<file path="config.mk">
export PLATFORM = sky130hd
export DESIGN_NAME = bhs_match
export DESIGN_NICKNAME = d
export VERILOG_FILES = /design/src/rtl/bhs_pkg.sv /design/src/rtl/bhs_match.sv
export SDC_FILE = /design/constraint.sdc
export NUM_CORES = 1
export LEC_CHECK = 0
export BUFFER_PORTS_ARGS = -buffer_cell sky130_fd_sc_hd__buf_2
export CORE_AREA = 2 2 431 433
export DETAILED_ROUTE_END_ITERATION = 16
export DIE_AREA = 0 0 433 435
export GPL_TIMING_DRIVEN = 0
export MAX_ROUTING_LAYER = met4
export SLEW_MARGIN = 20
export SYNTH_ARGS = -nofsm -noshare
export SYNTH_HDL_FRONTEND = slang
export SYNTH_SLANG_ARGS = --single-unit
export TNS_END_PERCENT = 1
</file>
<file path="constraint.sdc">
create_clock -name vclk -period 3.96
set_input_delay 0.198 -clock vclk [all_inputs]
set_output_delay 0.198 -clock vclk [all_outputs]
set_load 0.01 [all_outputs]
</file>
<file path="src/rtl/bhs_pkg.sv">
// bhs_pkg: shared sizes, codes and types for the bucketed hash set engine
// no dependencies; used by bhs_hash, bhs_match, bucketed_hash_set_engine and tb
package bhs_pkg;

	// set geometry
	localparam int NUM_BUCKETS = 64;
	localparam int WAYS        = 8;
	localparam int SLOT_TOTAL  = NUM_BUCKETS * WAYS;

	// field widths
	localparam int KEY_W   = 64;
	localparam int ACT_W   = 2;
	localparam int COUNT_W = 10;

	// bucket row: WAYS keys in the low bits, WAYS valid bits above them
	localparam int BKT_W = (NUM_BUCKETS > 1) ? $clog2(NUM_BUCKETS) : 1;
	localparam int ROW_W = WAYS * (KEY_W + 1);
	localparam int VLD_LSB = WAYS * KEY_W;

	// bucket selection: a mask for power-of-two bucket counts, else a digit-serial remainder
	localparam bit BUCKET_POW2  = (NUM_BUCKETS & (NUM_BUCKETS - 1)) == 0;
	localparam int HASH_DIGIT_W = 4;
	localparam int HASH_STEPS   = KEY_W / HASH_DIGIT_W;
	localparam int STEP_W       = $clog2(HASH_STEPS);

	// request actions; the spare code behaves as a lookup
	typedef enum logic [ACT_W-1:0] {
		ACT_INSERT = 2'd0,
		ACT_REMOVE = 2'd1,
		ACT_LOOKUP = 2'd2
	} action_t;

	// sequencer states
	typedef enum logic [1:0] {
		ST_CLEAR,
		ST_IDLE,
		ST_HASH,
		ST_UPDATE
	} state_t;

	// outcome of one bucket compare
	typedef struct packed {
		logic found;
		logic rejected;
		logic wr;
		logic cnt_inc;
		logic cnt_dec;
	} match_t;

endpackage

</file>
<file path="src/rtl/bhs_match.sv">
// bhs_match: compares a bucket row with the request key and builds the row to write back
// depends on bhs_pkg
module bhs_match (
	input  logic [bhs_pkg::ROW_W-1:0] row_in,
	input  logic [bhs_pkg::KEY_W-1:0] key,
	input  logic [bhs_pkg::ACT_W-1:0] action,
	output logic [bhs_pkg::ROW_W-1:0] row_out,
	output bhs_pkg::match_t           res
);

	logic [bhs_pkg::WAYS-1:0] valid;
	logic [bhs_pkg::WAYS-1:0] eq_vec;
	logic [bhs_pkg::WAYS-1:0] hit_oh;
	logic [bhs_pkg::WAYS-1:0] free_oh;
	logic                     hit;
	logic                     has_free;
	logic                     do_ins;
	logic                     do_rem;

	assign valid = row_in[bhs_pkg::VLD_LSB +: bhs_pkg::WAYS];

	// parallel key compare over the valid ways
	always_comb begin
		for (int w = 0; w < bhs_pkg::WAYS; w++) begin
			eq_vec[w] = valid[w] && (row_in[w*bhs_pkg::KEY_W +: bhs_pkg::KEY_W] == key);
		end
	end

	// lowest matching way and lowest free way
	assign hit_oh   = eq_vec & (~eq_vec + 1'b1);
	assign free_oh  = ~valid & (valid + 1'b1);
	assign hit      = |eq_vec;
	assign has_free = ~&valid;

	assign do_ins = (action == bhs_pkg::ACT_INSERT) && !hit && has_free;
	assign do_rem = (action == bhs_pkg::ACT_REMOVE) && hit;

	// outcome flags
	always_comb begin
		res.found    = hit;
		res.rejected = (action == bhs_pkg::ACT_INSERT) && !hit && !has_free;
		res.wr       = do_ins || do_rem;
		res.cnt_inc  = do_ins;
		res.cnt_dec  = do_rem;
	end

	// updated row: new key into the free way, valid bit set or cleared
	always_comb begin
		row_out = row_in;
		for (int w = 0; w < bhs_pkg::WAYS; w++) begin
			if (do_ins && free_oh[w]) begin
				row_out[w*bhs_pkg::KEY_W +: bhs_pkg::KEY_W] = key;
				row_out[bhs_pkg::VLD_LSB + w]               = 1'b1;
			end
			if (do_rem && hit_oh[w]) begin
				row_out[bhs_pkg::VLD_LSB + w] = 1'b0;
			end
		end
	end

endmodule

</file>
==> run_results.csv <==
group,metric,value,unit
flow_run,drv.max_cap_violation_count,0,
die,die_area,188000,sq um
route,drt_pre_antenna_iters,5,
timing,finalSetupViolations,518,
run_status,outcome,"complete, but fails checks",
finish,layout.area.seq,0,sq um
pwr,vdd_ir_drop_max,0.0000616,V
timing,setup_repair_after_global_routing_missed_its_margin,"true",
place,final_hpwl_dp,269000,um
min_path,worstHoldPathType,"primary input to output port",
setup_path,timing.critical_path.arrival,4.26,ns
die,floorplan.die.height,435,um
die,placementRows,158,
global_route,grt_first_pass_wirelength,351000,um
timing,post-route-period-util,112,%
pwr,switching_share,68.3,%
pwr,p_leak,12.4,nW
finish,num-clock-buffers,0,
setup_path,crit_path_end_kind,"output port",
timing,slew_headroom,15.7,%
timing,period_needed,4.45,ns
global_route,via_count_of_the_first_global_routing_pass,20600,
die,die_w,433,um
pwr,power-per-cell-area,155,nW/um^2
pwr,clkPwrFrac,0,%
logic_synthesis,synth.yosys.warnings,0,
global_route,initial_antenna_violation_count,138,
timing,max_freq,225,MHz
logic_synthesis,synth_area_per_cell,8.45,sq um
route,wl,308000,um
finish,final.fill_count,21100,
setup_path,critPathMaxFanout,10,
global_route,grt_usage,32.0,%
setup_path,setup.worst_path.start,"key[20]",
setup_path,cp-endpoint,"row_out[400]",
pwr,seqPwrFrac,0,%
pwr,internal-power,1.33,mW
route,ant_nets,0,
finish,area_delta_synth_final,101,%
logic_synthesis,syn_nets,2182,
timing,slew_violations,0,
logic_synthesis,post_synth_inst_count,1596,
finish,layout-drive-gt1-share,68.9,%
global_route,grt_start_max_net_pins,11,
route,detailedRoute.firstIterationViolations,2338,
route,post_drt_via_cell_ratio,4.14,
setup_path,cp-start-kind,"primary input",
setup_path,timing_worst_setup_path_type,"primary input to output port",
timing,tightestPinTransition,1.25,ns
place,place_congestion,1.03,
clocking,number_of_buffers_inserted_for_hold_repair_after_clock_tree_synthesis,0,
timing,worst_slack,-0.493,ns
timing,fin_hold_ws,0.693,ns
finish,finished_core_util,14.7,%
die,boundaryPins,1111,
logic_synthesis,sequential_area_share_after_synthesis,0,%
logic_synthesis,syn-cell-area,13500,sq um
route,vias,21900,
global_route,globalRouteOverflowTotal,0,
run_status,failed_checks,"negative setup slack",
pwr,p_switching,2.87,mW
pwr,power.share.combinational,100.0,%
die,placeableCoreArea,184000,sq um
finish,seq_cell_count,0,
finish,multi_input_comb_area,14100,sq um
pwr,report.power.total,4.20,mW
route,route.detailed.drc,0,
place,place.port_buffers,1048,
finish,layout.nets,3325,
die,floorplan.initialDensity,7.33,%
logic_synthesis,synth.lib_cells_used.distinct,55,
route,average_wire_per_cell_in_the_routed_design,58.3,um
timing,finalHoldViolations,0,
setup_path,data_required_time_at_the_worst_endpoint,3.76,ns
how the worst min path moves through the flow:
stage	from	to	slack, ns	depth (start not counted)
floorplan	action[1]	res[2]	0.44	1
global placement	action[1]	res[2]	0.69	3
detailed placement	action[1]	res[2]	0.69	3
CTS	action[1]	res[2]	0.69	3
global route	action[1]	res[2]	0.70	3
finish	action[1]	res[2]	0.69	3
layer usage:
metal | wire length (um) | vias to the layer above | track usage (%)
met5 | 0 | - | -
met4 | 26300 | 0 | 19.0
met3 | 17000 | 556 | 3.77
met2 | 139000 | 1863 | 50.8
met1 | 126000 | 11400 | 38.9
li1 | - | 8068 | -
critical path, stage by stage:
cell and delay (ns):
sky130_fd_sc_hd__buf_2 0.24, sky130_fd_sc_hd__xnor2_2 0.79, sky130_fd_sc_hd__nand4_1 0.29, sky130_fd_sc_hd__nor4_4 0.40, sky130_fd_sc_hd__nand3_1 0.14, sky130_fd_sc_hd__or4_4 0.59, sky130_fd_sc_hd__nor4bb_4 0.18, sky130_fd_sc_hd__buf_4 0.20
sky130_fd_sc_hd__nand3_4 0.14, sky130_fd_sc_hd__buf_12 0.19, sky130_fd_sc_hd__buf_16 0.21, sky130_fd_sc_hd__mux2_2 0.42, sky130_fd_sc_hd__buf_2 0.17
cells in the mapped netlist, types with 3 or more instances:
| library cell | instances | share of area (%) |
|---|---|---|
| sky130_fd_sc_hd__mux2_2 | 248 | 21 |
| sky130_fd_sc_hd__xnor2_1 | 243 | 16 |
| sky130_fd_sc_hd__mux2_1 | 242 | 20 |
| sky130_fd_sc_hd__xor2_1 | 166 | 11 |
| sky130_fd_sc_hd__inv_1 | 76 | 2.1 |
| sky130_fd_sc_hd__buf_2 | 74 | 2.7 |
| sky130_fd_sc_hd__nor4_1 | 68 | 3.2 |
| sky130_fd_sc_hd__nand4_1 | 67 | 3.1 |
| sky130_fd_sc_hd__nand2b_1 | 53 | 2.5 |
| sky130_fd_sc_hd__clkbuf_1 | 48 | 1.3 |
| sky130_fd_sc_hd__nor2b_1 | 32 | 1.5 |
| sky130_fd_sc_hd__buf_4 | 29 | 1.6 |
| sky130_fd_sc_hd__o22ai_1 | 24 | 1.1 |
| sky130_fd_sc_hd__mux2i_1 | 22 | 1.6 |
| sky130_fd_sc_hd__nor2_1 | 20 | 0.56 |
| sky130_fd_sc_hd__buf_8 | 18 | 2.0 |
| sky130_fd_sc_hd__o2111ai_1 | 18 | 1.2 |
| sky130_fd_sc_hd__nand2_1 | 17 | 0.47 |
| sky130_fd_sc_hd__nand3_1 | 17 | 0.63 |
| sky130_fd_sc_hd__nor3_1 | 12 | 0.45 |
| sky130_fd_sc_hd__buf_6 | 9 | 0.75 |
| sky130_fd_sc_hd__buf_1 | 8 | 0.22 |
| sky130_fd_sc_hd__a2111o_1 | 7 | 0.58 |
| sky130_fd_sc_hd__or4_1 | 7 | 0.39 |
| sky130_fd_sc_hd__a2111oi_0 | 6 | 0.39 |
| sky130_fd_sc_hd__a21oi_1 | 6 | 0.22 |
| sky130_fd_sc_hd__o221ai_1 | 6 | 0.39 |
| sky130_fd_sc_hd__a22oi_1 | 5 | 0.28 |
| sky130_fd_sc_hd__o21ai_0 | 5 | 0.19 |
| sky130_fd_sc_hd__nand3_2 | 4 | 0.30 |
| sky130_fd_sc_hd__a221oi_1 | 3 | 0.19 |
| sky130_fd_sc_hd__a22o_1 | 3 | 0.19 |
| sky130_fd_sc_hd__nand3_4 | 3 | 0.39 |
| sky130_fd_sc_hd__o2111a_1 | 3 | 0.25 |
| sky130_fd_sc_hd__or3_1 | 3 | 0.14 |
cells by family after synthesis:
kind of cell | Yosys count | share of synthesized area (%)
buffers and inverters | 262 | 10.8
AND/OR/NAND/NOR | 315 | 14.3
XOR/XNOR | 409 | 26.6
AO/OA/AOI/OAI | 98 | 5.82
multiplexers | 512 | 42.5
power by group through the flow:
stage / Sequential [mW] / Clock [mW] / Combinational [mW]
6_report: 0 / 0.00000125 / 4.20
4_1_cts: 0 / 0 / 3.98
5_1_grt: 0 / 0.000000456 / 4.16
2_1_floorplan: 0 / 0 / 1.12
3_3_place_gp: 0 / 0 / 3.64
3_5_place_dp: 0 / 0 / 3.69
layout make-up:
type	count	share of cell area, %
multi-input cells	1334	52.1
plain buffers	186	7.83
repair buffers	1141	26.9
inverters	76	1.09
diodes	73	0.674
well taps	2480	11.5
cell usage in the layout (no fill, tap or decap), types with 20 or more instances in the layout:
master / count
sky130_fd_sc_hd__buf_12: 61
sky130_fd_sc_hd__buf_16: 20
sky130_fd_sc_hd__clkbuf_4: 22
sky130_fd_sc_hd__clkbuf_2: 24
sky130_fd_sc_hd__xor2_1: 163
sky130_fd_sc_hd__buf_2: 970
sky130_fd_sc_hd__o22ai_1: 22
sky130_fd_sc_hd__buf_6: 143
sky130_fd_sc_hd__mux2i_4: 20
sky130_fd_sc_hd__mux2_4: 267
sky130_fd_sc_hd__nand4_1: 67
sky130_fd_sc_hd__diode_2: 73
sky130_fd_sc_hd__xnor2_1: 215
sky130_fd_sc_hd__mux2_2: 178
sky130_fd_sc_hd__buf_4: 62
sky130_fd_sc_hd__nand2b_1: 53
sky130_fd_sc_hd__mux2_1: 45
sky130_fd_sc_hd__inv_1: 73
sky130_fd_sc_hd__nor2b_1: 32
sky130_fd_sc_hd__nor4_1: 38
per-stage QoR:
step / instances / area (sq um) / setup TNS (ns) / setup WS (ns)
after floorplan: 1596 / 13500 / 0 / 0.884
after global placement: 5124 / 21800 / -1823.30 / -3.99
after detailed placement: 5142 / 22300 / -1242.99 / -2.89
after CTS: 5199 / 25200 / -186.39 / -0.506
after global routing: 5245 / 27000 / -126.66 / -0.369
final: 5290 / 27100 / -178.38 / -0.493
repair_timing:
item	CTS	global route
resized for setup	679	314
cloned	2	10
setup buffers	55	14
pin swaps	23	21
setup endpoints to repair	525	518
Power figures use the tool's default switching activity.
