### src/rtl/bhs_ram.sv
// bhs_ram: generic single-write, single-read synchronous ram with registered read
// no dependencies
module bhs_ram #(
	parameter int WIDTH = 8,
	parameter int DEPTH = 16
) (
	input  logic                                       clk,
	input  logic                                       wr_en,
	input  logic [(DEPTH > 1 ? $clog2(DEPTH) : 1)-1:0] wr_addr,
	input  logic [WIDTH-1:0]                           wr_data,
	input  logic                                       rd_en,
	input  logic [(DEPTH > 1 ? $clog2(DEPTH) : 1)-1:0] rd_addr,
	output logic [WIDTH-1:0]                           rd_data
);

	logic [WIDTH-1:0] mem [DEPTH];

	// write port
	always_ff @(posedge clk) begin
		if (wr_en) begin
			mem[wr_addr] <= wr_data;
		end
	end

	// read port, data held until the next read
	always_ff @(posedge clk) begin
		if (rd_en) begin
			rd_data <= mem[rd_addr];
		end
	end

endmodule

### config.mk
export PLATFORM = sky130hd
export DESIGN_NAME = bhs_ram
export DESIGN_NICKNAME = d
export VERILOG_FILES = /design/src/rtl/bhs_ram.sv
export SDC_FILE = /design/constraint.sdc
export NUM_CORES = 1
export LEC_CHECK = 0
export ABC_CLOCK_PERIOD_IN_PS = 4900
export CORE_ASPECT_RATIO = 1.75
export CORE_MARGIN = 5
export CORE_UTILIZATION = 67
export CTS_CLUSTER_SIZE = 40
export DETAILED_ROUTE_END_ITERATION = 8
export DONT_BUFFER_PORTS = 1
export PLACE_DENSITY = 0.83
export SKIP_CTS_REPAIR_TIMING = 1
export SLEW_MARGIN = 25
export SYNTH_ARGS = -nofsm -noshare
export SYNTH_HDL_FRONTEND = slang
export SYNTH_SLANG_ARGS = --single-unit
### constraint.sdc
create_clock -name clk -period 4.9 [get_ports clk]
set_input_delay 0.735 -clock clk [delete_from_list [all_inputs] [get_ports clk]]
set_output_delay 0.735 -clock clk [all_outputs]
set_load 0.01 [all_outputs]
==> summary.md, run 1 <==
| Metric | Value |
|---|---|
| Synth async-reset ratio | `0` |
| CP delay by family, top | `simple AND/OR/NAND/NOR gates` |
| CTS Buf Count | `17` |
| GRT overflow | `0` |
| Drt total wl | `9.73 mm` |
| DR pass1 iterations | `4` |
| Die Y | `127 um` |
| Outcome | `complete, no violations` |
| GR Layer Usage met3 | `0.0730` |
| Worst setup SP type | `input pin` |
| Inserted Diodes | `0` |
| Final setup violation count | `0` |
| Top cells by area, synth | `edfxtp_1 (78%), mux4_2 (7.8%), mux4_1 (7.0%), a22oi_1 (2.3%), nor2_1 (0.93%)` |
| Design Area, Final | `0.00587 mm^2` |
| Critical R2R Launch | `mem[5][1]` |
| Maximum capacitance violations | `0` |
| List of most frequent post-synthesis cells | `edfxtp_1 (136), mux4_2 (18), a22oi_1 (16), mux4_1 (14), nor2_1 (13)` |
| Worst Hold Class | `in2reg` |
| CTS tree | `built` |
| Ys Warns | `0` |
| Syn avg cell area | `22.8 um^2` |
| DRT iter0 DRCs | `226` |
| DR DRC count | `0` |
| WP data arrival | `1.87 ns` |
| RSZ-0062 raised after global routing | `false` |
| Max Slew Vio Count | `0` |
| Clk pwr share | `0.477` |
| Max-slew headroom | `0.399` |
| Crit path time final | `1.83 ns` |
| Post-Syn Nets | `248` |
| Vias in the first global route | `2,359` |
| Average wire per standard cell | `28.6 um` |
| R2R Setup Slk | `3.34 ns` |
| Sequential Power Share | `0.498` |
| Final Wtd Congestion | `0.796` |
| Number of clock sinks | `136` |
| Setup CP Type | `in2reg` |
| Worst R2R End | `rd_data[1]` |
| Worst Setup End Kind | `flip-flop` |
| Initial antenna violation count | `0` |
| Vias per Instance | `6.85` |
| Largest net degree at the start of global routing | `33` |
| Nets@finish | `258` |
| Most common cell in the netlist | `edfxtp_1` |
| Hold wc startpoint | `wr_data[4]` |
| Top_reg_cell synth | `edfxtp_1` |
| Critical path depth | `2` |
| #FFs+latches synth | `136` |
| CP endpoint | `mem[2][4]` |
| Synth Instances | `229` |
| Core footprint | `0.00762 mm^2` |
| Antenna Nets Post-Route | `0` |
| Met1 Resource Use GR | `0.265` |
| Setup TNS | `0 ns` |
| Worst vdd ir | `0.000653 V` |
| Int Power | `2.19 mW` |
| Layout area overhead | `12.3%` |
| Row count | `42` |
| Most used routing layer | `met2` |
| CP bufs+invs | `0` |
| Leakage power | `1.90 nW` |
| Final Hold Fails | `0` |
| Yosys top cell by area | `edfxtp_1` |
| Tightest Pin Transition | `0.899 ns` |
| Die Span X | `76.8 um` |
| Sw Ratio | `0.176` |
| Yosys top cell area share | `0.781` |
| Crit-path cells | `or3b_2 -> nor2_1` |
| Vias | `2,328` |
| Seq/Total Area, Yosys | `0.781` |
| Gr usage total | `0.218` |
| Mapped Area | `0.00523 mm^2` |
| Worst EP required | `4.94 ns` |
| CTS root buf | `clkbuf_16` |
| Starting Density | `0.686` |
| Worst setup startpoint | `wr_addr[2]` |
| Fin crit share | `0.374` |
| Combinational power share | `0.026` |
| R2R depth | `3` |
| CP max stage delay | `0.61 ns` |
| Clk_skew | `0.00480 ns` |
| Number of synthesized flops with an enable pin | `136` |
| Later-pin clock latency in the skew report | `0.41 ns` |
| Worst-path clk slew | `0.05 ns` |
| H-tree levels | `4` |
| Final HPWL from detailed placement | `5.83 mm` |
| Slowest-stage cell, CP | `nor2_1` |
| IO buf count | `0` |
| Library cells used by synthesis | `18` |
| Worst-case clock buffer depth | `2` |
| CP max FO | `8` |
| Total I/O pin count | `27` |
| Die area | `0.00974 mm^2` |
| Placed Instance Area | `0.00527 mm^2` |
| Share of cells above drive strength 1 | `0.190` |
| Peak Freq | `545 MHz` |
| Pwr Density | `453 mW/mm^2` |
| M2 GR Usage | `0.361` |
| Switch Pwr | `467 uW` |
| First-pass GRT wire length | `14.6 mm` |
## flip-flops by register name, summed over array words and instances (netlist names)
name     cells
rd_data      8
mem        128
## worst min-delay path by stage
stage / endpoint / cells past startpoint
floorplan: rd_data[0] / 3
global placement: rd_data[5] / 3
detailed placement: rd_data[5] / 3
CTS: mem[7][6] / 0
global route: mem[3][1] / 0
finish: mem[9][4] / 0
## per-layer routing
metal  wire (um)  share of wire
met5           0              0
met2        5240           0.54
met1        3640           0.37
met3         643          0.066
met4         204          0.021
## kinds of logic after synthesis
family	count (synthesis)	synth area share
multiplexers	32	0.148
buffers and inverters	10	0.0165
AO/OA/AOI/OAI	16	0.0230
flip-flops	136	0.781
AND/OR/NAND/NOR	35	0.0314
## cell type report
class	count	area (um^2)
sequential	136	4080
tap	88	110
clock buffer	21	440
fill	351	1750
timing repair buffer	1	7.51
clock inverter	11	154
multi-input combinational	83	1070
## metrics by stage
stage          total power, mW  cells  worst slack (ns)  hold WS [ns]   util
6_report                  2.66    340              3.07         0.417  0.770
5_1_grt                   2.75    340              3.04         0.393  0.770
4_1_cts                   2.68    340              2.91         0.402  0.769
3_5_place_dp              1.41    308              2.47         0.753  0.691
3_3_place_gp              1.41    308              2.55         0.741  0.690
2_1_floorplan             1.41    229              2.67         0.705      -
## layout by cell type, fill, tap and decap left out, types with 4 or more instances in the layout
cell	netlist	layout
mux4_1	14	14
edfxtp_1	136	136
nand2_1	9	9
bufinv_16	0	4
nor2_1	13	13
clkbuf_16	0	17
clkbuf_1	0	4
a22oi_1	16	16
mux4_2	18	18
## power groups by stage
stage	combinational, mW	sequential (mW)	clock, mW
final	0.0682	1.32	1.27
after global routing	0.0734	1.32	1.35
after CTS	0.0694	1.32	1.28
after detailed placement	0.0684	1.35	0
after global placement	0.0671	1.34	0
after floorplan	0.0661	1.34	0
Note: power is estimated with default switching activity, not from simulation.
==> run 2, diff against run 1 <==
- ABC_CLOCK_PERIOD_IN_PS: 4900 -> 1650
- CORE_UTILIZATION: 67 -> 56
- PLACE_DENSITY: 0.83 -> 0.74
- clock period: 4.9 -> 1.65 ns (I/O delays scaled with it)
==> summary.md, run 2 (same netlist as run 1, synthesis figures left out) <==
| Metric | Value |
|---|---|
| Top Registers | `mem x128, rd_data x8` |
| Fin crit share | `0.893` |
| CP max stage delay | `0.51 ns (-0.10 ns)` |
| Vias | `2,403 (+3.2%)` |
| Seq. cell area | `0.00408 mm^2 (unchanged)` |
| Die Span X | `83.0 um (+8.2%)` |
| Critical R2R Launch | `mem[1][5]` |
| Largest register by flop count | `mem` |
| Tot Pwr | `8.37 mW (+210%)` |
| Starting Density | `0.575 (-0.111)` |
| Crit path time final | `1.47 ns` |
| Most frequent cells in the layout | `edfxtp_1 (136), buf_4 (21), mux4_2 (18), clkbuf_16 (17), a22oi_1 (16)` |
| CP bufs+invs | `0 (unchanged)` |
| Worst EP required | `1.81 ns (-3.13 ns)` |
| CTS tree | `built` |
| WP data arrival | `1.63 ns (-0.24 ns)` |
| Core footprint | `0.00909 mm^2 (+19%)` |
| IO buf count | `0 (unchanged)` |
| First-pass GRT wire length | `15.0 mm (+3.4%)` |
| Die Y | `138 um (+8.6%)` |
| Worst setup startpoint | `mem[1][5]` |
| DR DRC count | `0 (unchanged)` |
| Clk pwr share | `0.498 (+0.021)` |
| Final Hold Fails | `0 (unchanged)` |
| Drt total wl | `9.77 mm (+0.41%)` |
| Layout area overhead | `18.6%` |
| Total I/O pin count | `27 (unchanged)` |
| Outcome | `complete, no violations` |
| Max Slew Vio Count | `0 (unchanged)` |
| Average wire per standard cell | `24.4 um (-15%)` |
| Vias per Instance | `5.99 (-12%)` |
| Combinational power share | `0.033 (+0.007)` |
| Crit-path cells | `mux4_1 -> a22oi_1 -> nand2_1` |
| GRT overflow | `0 (unchanged)` |
| Gr usage total | `0.187 (-0.0309)` |
| DRT iter0 DRCs | `216 (-4.4%)` |
| Max-slew headroom | `0.620 (+0.221)` |
| Leakage power | `2.08 nW (+9.3%)` |
| Slowest-stage cell, CP | `mux4_1` |
| Hold wc startpoint | `wr_addr[0]` |
| Critical path depth | `3 (+1)` |
| Final setup violation count | `0 (unchanged)` |
| Int Power | `6.85 mW (+210%)` |
| Clk_skew | `0.00697 ns (+0.00217 ns)` |
| Die area | `0.0114 mm^2 (+18%)` |
| RSZ-0062 raised after global routing | `false` |
| Nets@finish | `287 (+11%)` |
| H-tree levels | `4 (unchanged)` |
| CTS root buf | `clkbuf_16` |
| Worst vdd ir | `0.00102 V (+56%)` |
| Antenna Nets Post-Route | `0 (unchanged)` |
| Area occupied by multi-input gates | `0.00106 mm^2 (-0.93%)` |
| Initial antenna violation count | `0 (unchanged)` |
| DR pass1 iterations | `4 (unchanged)` |
| Setup CP Type | `reg2reg` |
| Share of cells above drive strength 1 | `0.253 (+0.0622)` |
| Largest net degree at the start of global routing | `33 (unchanged)` |
| CTS Buf Count | `17 (unchanged)` |
| CP max FO | `1 (-7)` |
| Number of clock sinks | `136 (unchanged)` |
| Row count | `46 (+9.5%)` |
| Switch Pwr | `1.51 mW (+220%)` |
| Sw Ratio | `0.181 (+0.00536)` |
| Most common cell after layout, fill and taps aside | `edfxtp_1` |
| Sequential Power Share | `0.469 (-0.029)` |
| Max FFs per register | `128 (unchanged)` |
| CP delay by family, top | `multiplexers` |
| Worst-path clk slew | `0.06 ns (about the same)` |
| Worst Setup End Kind | `flip-flop` |
| Inserted Diodes | `0 (unchanged)` |
| Later-pin clock latency in the skew report | `0.41 ns (about the same)` |
| Maximum capacitance violations | `0 (unchanged)` |
| Tightest Pin Transition | `0.568 ns (-0.331 ns)` |
| Worst Hold Class | `in2reg` |
| Final Wtd Congestion | `0.723 (-9.2%)` |
| Worst setup SP type | `flip-flop` |
| Vias in the first global route | `2,584 (+9.5%)` |
| Worst-case clock buffer depth | `2 (unchanged)` |
| Fillcell total | `610 (+74%)` |
| R2R depth | `3 (unchanged)` |
| Worst hold stages | `2 (+2)` |
| Final HPWL from detailed placement | `6.22 mm (+6.7%)` |
| Peak Freq | `678 MHz` |
| Setup TNS | `0 ns (unchanged)` |
| Pwr Density | `1350 mW/mm^2 (+200%)` |
==> run 2: cell types whose count changed in the layout (fill, tap and decap cells not counted) <==
cell / delta
nor3_1: +2
buf_4: +20
clkinv_2: +1
nor3_2: -2
dlygate4sd3_1: +9
clkinv_4: +2
clkbuf_1: -3
clkinv_1: -2
bufinv_16: +2
==> run 2: power groups by stage <==
| stage | Combinational, mW | Clock [mW] | Sequential [mW] |
|---|---|---|---|
| 2_1_floorplan | 0.197 | 0 | 3.99 |
| 6_report | 0.273 | 4.17 | 3.93 |
| 5_1_grt | 0.295 | 4.38 | 3.93 |
| 4_1_cts | 0.216 | 4.22 | 3.93 |
| 3_3_place_gp | 0.210 | 0 | 3.99 |
| 3_5_place_dp | 0.214 | 0 | 4.00 |
==> run 2: path summary, 6_finish.rpt <==
| check | endpoint | slack, ns |
|---|---|---|
| setup / recovery | rd_data[5] | 0.18 |
| hold / removal | mem[4][6] | 0.20 |
| hold reg to reg | rd_data[4] | 0.75 |
| setup reg to reg | rd_data[5] | 0.18 |
==> run 2: layout make-up <==
cell class	count	area share
flip-flops and latches	136	0.658
multi-input cells	83	0.171
clock buffers	18	0.0692
repair buffers	30	0.0399
clock inverters	14	0.0369
well taps	120	0.0242
==> run 2: worst reg2reg max path: cells and delay by family, from the launching register on <==
| family | cells | cell delay (ns) |
|---|---|---|
| and+or+nand+nor | 1 | 0.09 |
| DFF | 1 | 0.35 |
| AOI/OAI and AO/OA | 1 | 0.27 |
| muxes | 1 | 0.51 |
==> run 2: per-stage QoR <==
stage / setup WS, ns / cell area [um^2] / hold WS [ns] / utilization / cells
detailed placement: 0.199 / 5450 / 0.347 / 0.600 / 360
floorplan: 0.120 / 5230 / 0.346 / - / 229
finish: 0.176 / 6200 / 0.200 / 0.682 / 401
CTS: 0.159 / 6110 / -0.0865 / 0.672 / 392
global placement: 0.212 / 5450 / 0.347 / 0.600 / 360
global route: 0.104 / 6200 / 0.180 / 0.682 / 401
==> run 2: routing by layer <==
metal	vias up	track usage	routed length, um	share of wire
met5	-	0	0	0
met4	0	0.0700	170	0.017
met3	12	0.0622	482	0.049
met2	94	0.340	5530	0.57
met1	1234	0.203	3590	0.37
li1	1063	-	-	-
==> run 3, diff against run 2 <==
- ABC_AREA: default -> 1
- CORE_UTILIZATION: 56 -> 57
- PLACE_DENSITY: 0.74 -> 0.75
==> summary.md, run 3 <==
| Metric | Value |
|---|---|
| Antenna Nets Post-Route | `0 (unchanged)` |
| Yosys top cell by area | `edfxtp_1` |
| Vias in the first global route | `3,921 (+52%)` |
| Post-Synth Adder-Cell Area | `0 (unchanged)` |
| CTS Buf Count | `17 (unchanged)` |
| Average wire per standard cell | `18.4 um (-25%)` |
| Sequential Power Share | `0.490 (+0.021)` |
| Largest net degree at the start of global routing | `66 (+100%)` |
| Mapped Area | `0.00585 mm^2 (+12%)` |
| Slowest-stage cell, CP | `edfxtp_1` |
| Synth async-reset ratio | `0 (unchanged)` |
| Tightest Pin Transition | `0.749 ns (+0.181 ns)` |
| Final setup violation count | `0 (unchanged)` |
| Die Y | `144 um (+4.5%)` |
| Row count | `49 (+6.5%)` |
| RSZ-0062 raised after global routing | `false` |
| Clk_skew | `0.00523 ns (-0.00174 ns)` |
| List of most frequent post-synthesis cells | `nand2_1 (173), edfxtp_1 (136), inv_1 (100), nand3_1 (97), nor2_1 (17)` |
| Max Slew Vio Count | `0 (unchanged)` |
| Worst Setup End Kind | `flip-flop` |
| Sw Ratio | `0.206 (+0.0253)` |
| Vias | `3,858 (+61%)` |
| CP max FO | `1 (unchanged)` |
| Pre-CTS setup slack | `0.258 ns (+0.0590 ns)` |
| WP data arrival | `1.38 ns (-0.25 ns)` |
| Hold WS | `0.0495 ns (-0.150 ns)` |
| Synth Instances | `551 (+140%)` |
| Peak Freq | `830 MHz (+22%)` |
| IO buf count | `0 (unchanged)` |
| Top cells by area, synth | `edfxtp_1 (70%), nand2_1 (11%), nand3_1 (8.3%), inv_1 (6.4%), buf_6 (1.2%)` |
| XOR/XNOR Fraction of Synth Area | `0 (unchanged)` |
| DR pass1 iterations | `6 (+2)` |
| Most common cell in the netlist | `nand2_1` |
| Clk pwr share | `0.462 (-0.036)` |
| CP bufs+invs | `1 (+1)` |
| Crit path time final | `1.21 ns (-0.269 ns)` |
| Critical path depth | `6 (+3)` |
| R2R depth | `6 (+3)` |
| Worst setup startpoint | `mem[0][3]` |
| Largest register by flop count | `mem` |
| Worst Hold Class | `in2reg` |
| Switch Pwr | `1.66 mW (+9.4%)` |
| Setup CP Type | `reg2reg` |
| First-pass GRT wire length | `20.3 mm (+35%)` |
| Worst-case clock buffer depth | `2 (unchanged)` |
| Final Hold Fails | `0 (unchanged)` |
| Yosys top cell area share | `0.698 (-0.0828)` |
| Number of clock sinks | `136 (unchanged)` |
| Worst-path clk slew | `0.05 ns (about the same)` |
| H-tree levels | `4 (unchanged)` |
| Area occupied by multi-input gates | `0.00121 mm^2 (+14%)` |
| Max-slew headroom | `0.499 (-0.121)` |
| Vias per Instance | `5.40 (-9.8%)` |
| Core footprint | `0.0102 mm^2 (+12%)` |
| CP max stage delay | `0.37 ns (-0.14 ns)` |
| Top_reg_cell synth | `edfxtp_1` |
| Die area | `0.0125 mm^2 (+8.9%)` |
| Worst vdd ir | `0.000826 V (-19%)` |
| Max FFs per register | `128 (unchanged)` |
| Library cells used by synthesis | `11 (-7)` |
| Worst setup SP type | `flip-flop` |
| Top Registers | `mem x128, rd_data x8` |
| Compound-cell area share of the yosys netlist | `0 (-0.0230)` |
| CTS tree | `built` |
| Most common cell after layout, fill and taps aside | `nand2_1` |
| Crit-path cells | `inv_1 -> nand2_1 -> nand3_1 -> nand3_1 -> nand3_1 -> nand2_1` |
| Main combinational cell family by area after synthesis | `simple AND/OR/NAND/NOR gates` |
| Starting Density | `0.575 (about the same)` |
| Maximum capacitance violations | `0 (unchanged)` |
| Seq. cell area | `0.00408 mm^2 (unchanged)` |
| Initial antenna violation count | `0 (unchanged)` |
| Setup TNS | `0 ns (unchanged)` |
| Most frequent cells in the layout | `nand2_1 (173), edfxtp_1 (136), inv_1 (100), nand3_1 (97)` |
| Worst hold stages | `2 (unchanged)` |
| R2R Setup Slk | `0.44 ns (+0.27 ns)` |
| CP delay by family, top | `simple AND/OR/NAND/NOR gates` |
| Seq/Total Area, Yosys | `0.698 (-0.0828)` |
| Nets@finish | `593 (+110%)` |
| Post-Syn Nets | `570 (+130%)` |
| Pwr Density | `1200 mW/mm^2 (-11%)` |
| Int Power | `6.37 mW (-7.0%)` |
| Fillcell total | `788 (+29%)` |
| Die Span X | `86.6 um (+4.2%)` |
| #FFs+latches synth | `136 (unchanged)` |
| DR DRC count | `0 (unchanged)` |
| Fin crit share | `0.731 (-0.163)` |
| Number of synthesized flops with an enable pin | `136 (unchanged)` |
| Final HPWL from detailed placement | `8.34 mm (+34%)` |
| Most frequent CP cell | `nand3_1` |
| Outcome | `complete, no violations` |
| GRT overflow | `0 (unchanged)` |
| Setup WS post-layout | `0.445 ns (+0.269 ns)` |
| Layout area overhead | `14.3%` |
| Post-Synth Simple-Gate Area | `0.208 (+0.176)` |
| Ys Warns | `0 (unchanged)` |
| Mux cell area share after synthesis | `0 (-0.148)` |
| DRT iter0 DRCs | `360 (+67%)` |
| Gr usage total | `0.225 (+0.0380)` |
| Total I/O pin count | `27 (unchanged)` |
| Worst EP required | `1.82 ns (about the same)` |
| Share of cells above drive strength 1 | `0.0835 (-0.169)` |
| Later-pin clock latency in the skew report | `0.42 ns (about the same)` |
| Final Wtd Congestion | `0.845 (+17%)` |
| Syn avg cell area | `10.6 um^2 (-54%)` |
| Combinational power share | `0.048 (+0.015)` |
| CTS root buf | `clkbuf_16` |
| Drt total wl | `13.1 mm (+34%)` |
| Inserted Diodes | `0 (unchanged)` |
| Hold wc startpoint | `rd_addr[3]` |
| Leakage power | `2.85 nW (+37%)` |
| Critical R2R Launch | `mem[0][3]` |
==> run 3: cell count changes after synthesis, moves of 10 or more <==
cell / before / now
nand2_1: 9 / 173
buf_2: 3 / 13
mux4_2: 18 / 0
a22oi_1: 16 / 0
nand3_1: 1 / 97
mux4_1: 14 / 0
inv_1: 0 / 100
==> run 3: metal layers <==
layer,wire (um),share of wire,vias to the layer above,track usage
li1,-,-,1825,-
met1,4720,0.36,1843,0.247
met2,6990,0.53,154,0.382
met3,832,0.063,36,0.0587
met4,583,0.044,0,0.144
met5,0,0,-,0
==> run 3: kinds of logic (layout without fill, tap and decap cells) <==
| logic type | after synthesis | in the layout |
|---|---|---|
| buf+inv | 126 | 162 |
| flops | 136 | 136 |
| simple gates | 289 | 289 |
==> run 3: path summary, 6_finish.rpt <==
check,end
setup / recovery,rd_data[3]
hold / removal,rd_data[1]
setup reg to reg,rd_data[3]
hold reg to reg,rd_data[5]
==> run 3: cell type report <==
cell class,instances,share of cell area
flip-flops and latches,136,0.611
clock buffers,18,0.0642
multi-input cells,289,0.182
repair buffers,28,0.0386
inverters,102,0.0573
clock inverters,14,0.0236
well taps,127,0.0238
==> run 3: metrics by stage <==
| stage | area (um^2) | instances | power [mW] | utilization |
|---|---|---|---|---|
| global placement | 6010 | 673 | 4.31 | 0.590 |
| global route | 6680 | 714 | 8.27 | 0.657 |
| floorplan | 5850 | 551 | 4.26 | - |
| detailed placement | 6010 | 673 | 4.32 | 0.590 |
| CTS | 6590 | 705 | 8.00 | 0.648 |
| finish | 6680 | 714 | 8.03 | 0.657 |
==> run 3: power groups by stage <==
stage                     logic [mW]  clock network [mW]  registers, mW
after floorplan                0.273                   0           3.99
after global placement         0.304                   0           4.00
after detailed placement       0.311                   0           4.01
after CTS                      0.314                3.76           3.93
after global routing           0.428                3.90           3.94
final                          0.386                3.71           3.93
==> run 3: worst register-to-register path, stage by stage (launching register included) <==
cell and delay (ns):
edfxtp_1 0.37, inv_1 0.06, nand2_1 0.05, nand3_1 0.08, nand3_1 0.19, nand3_1 0.15, nand2_1 0.06
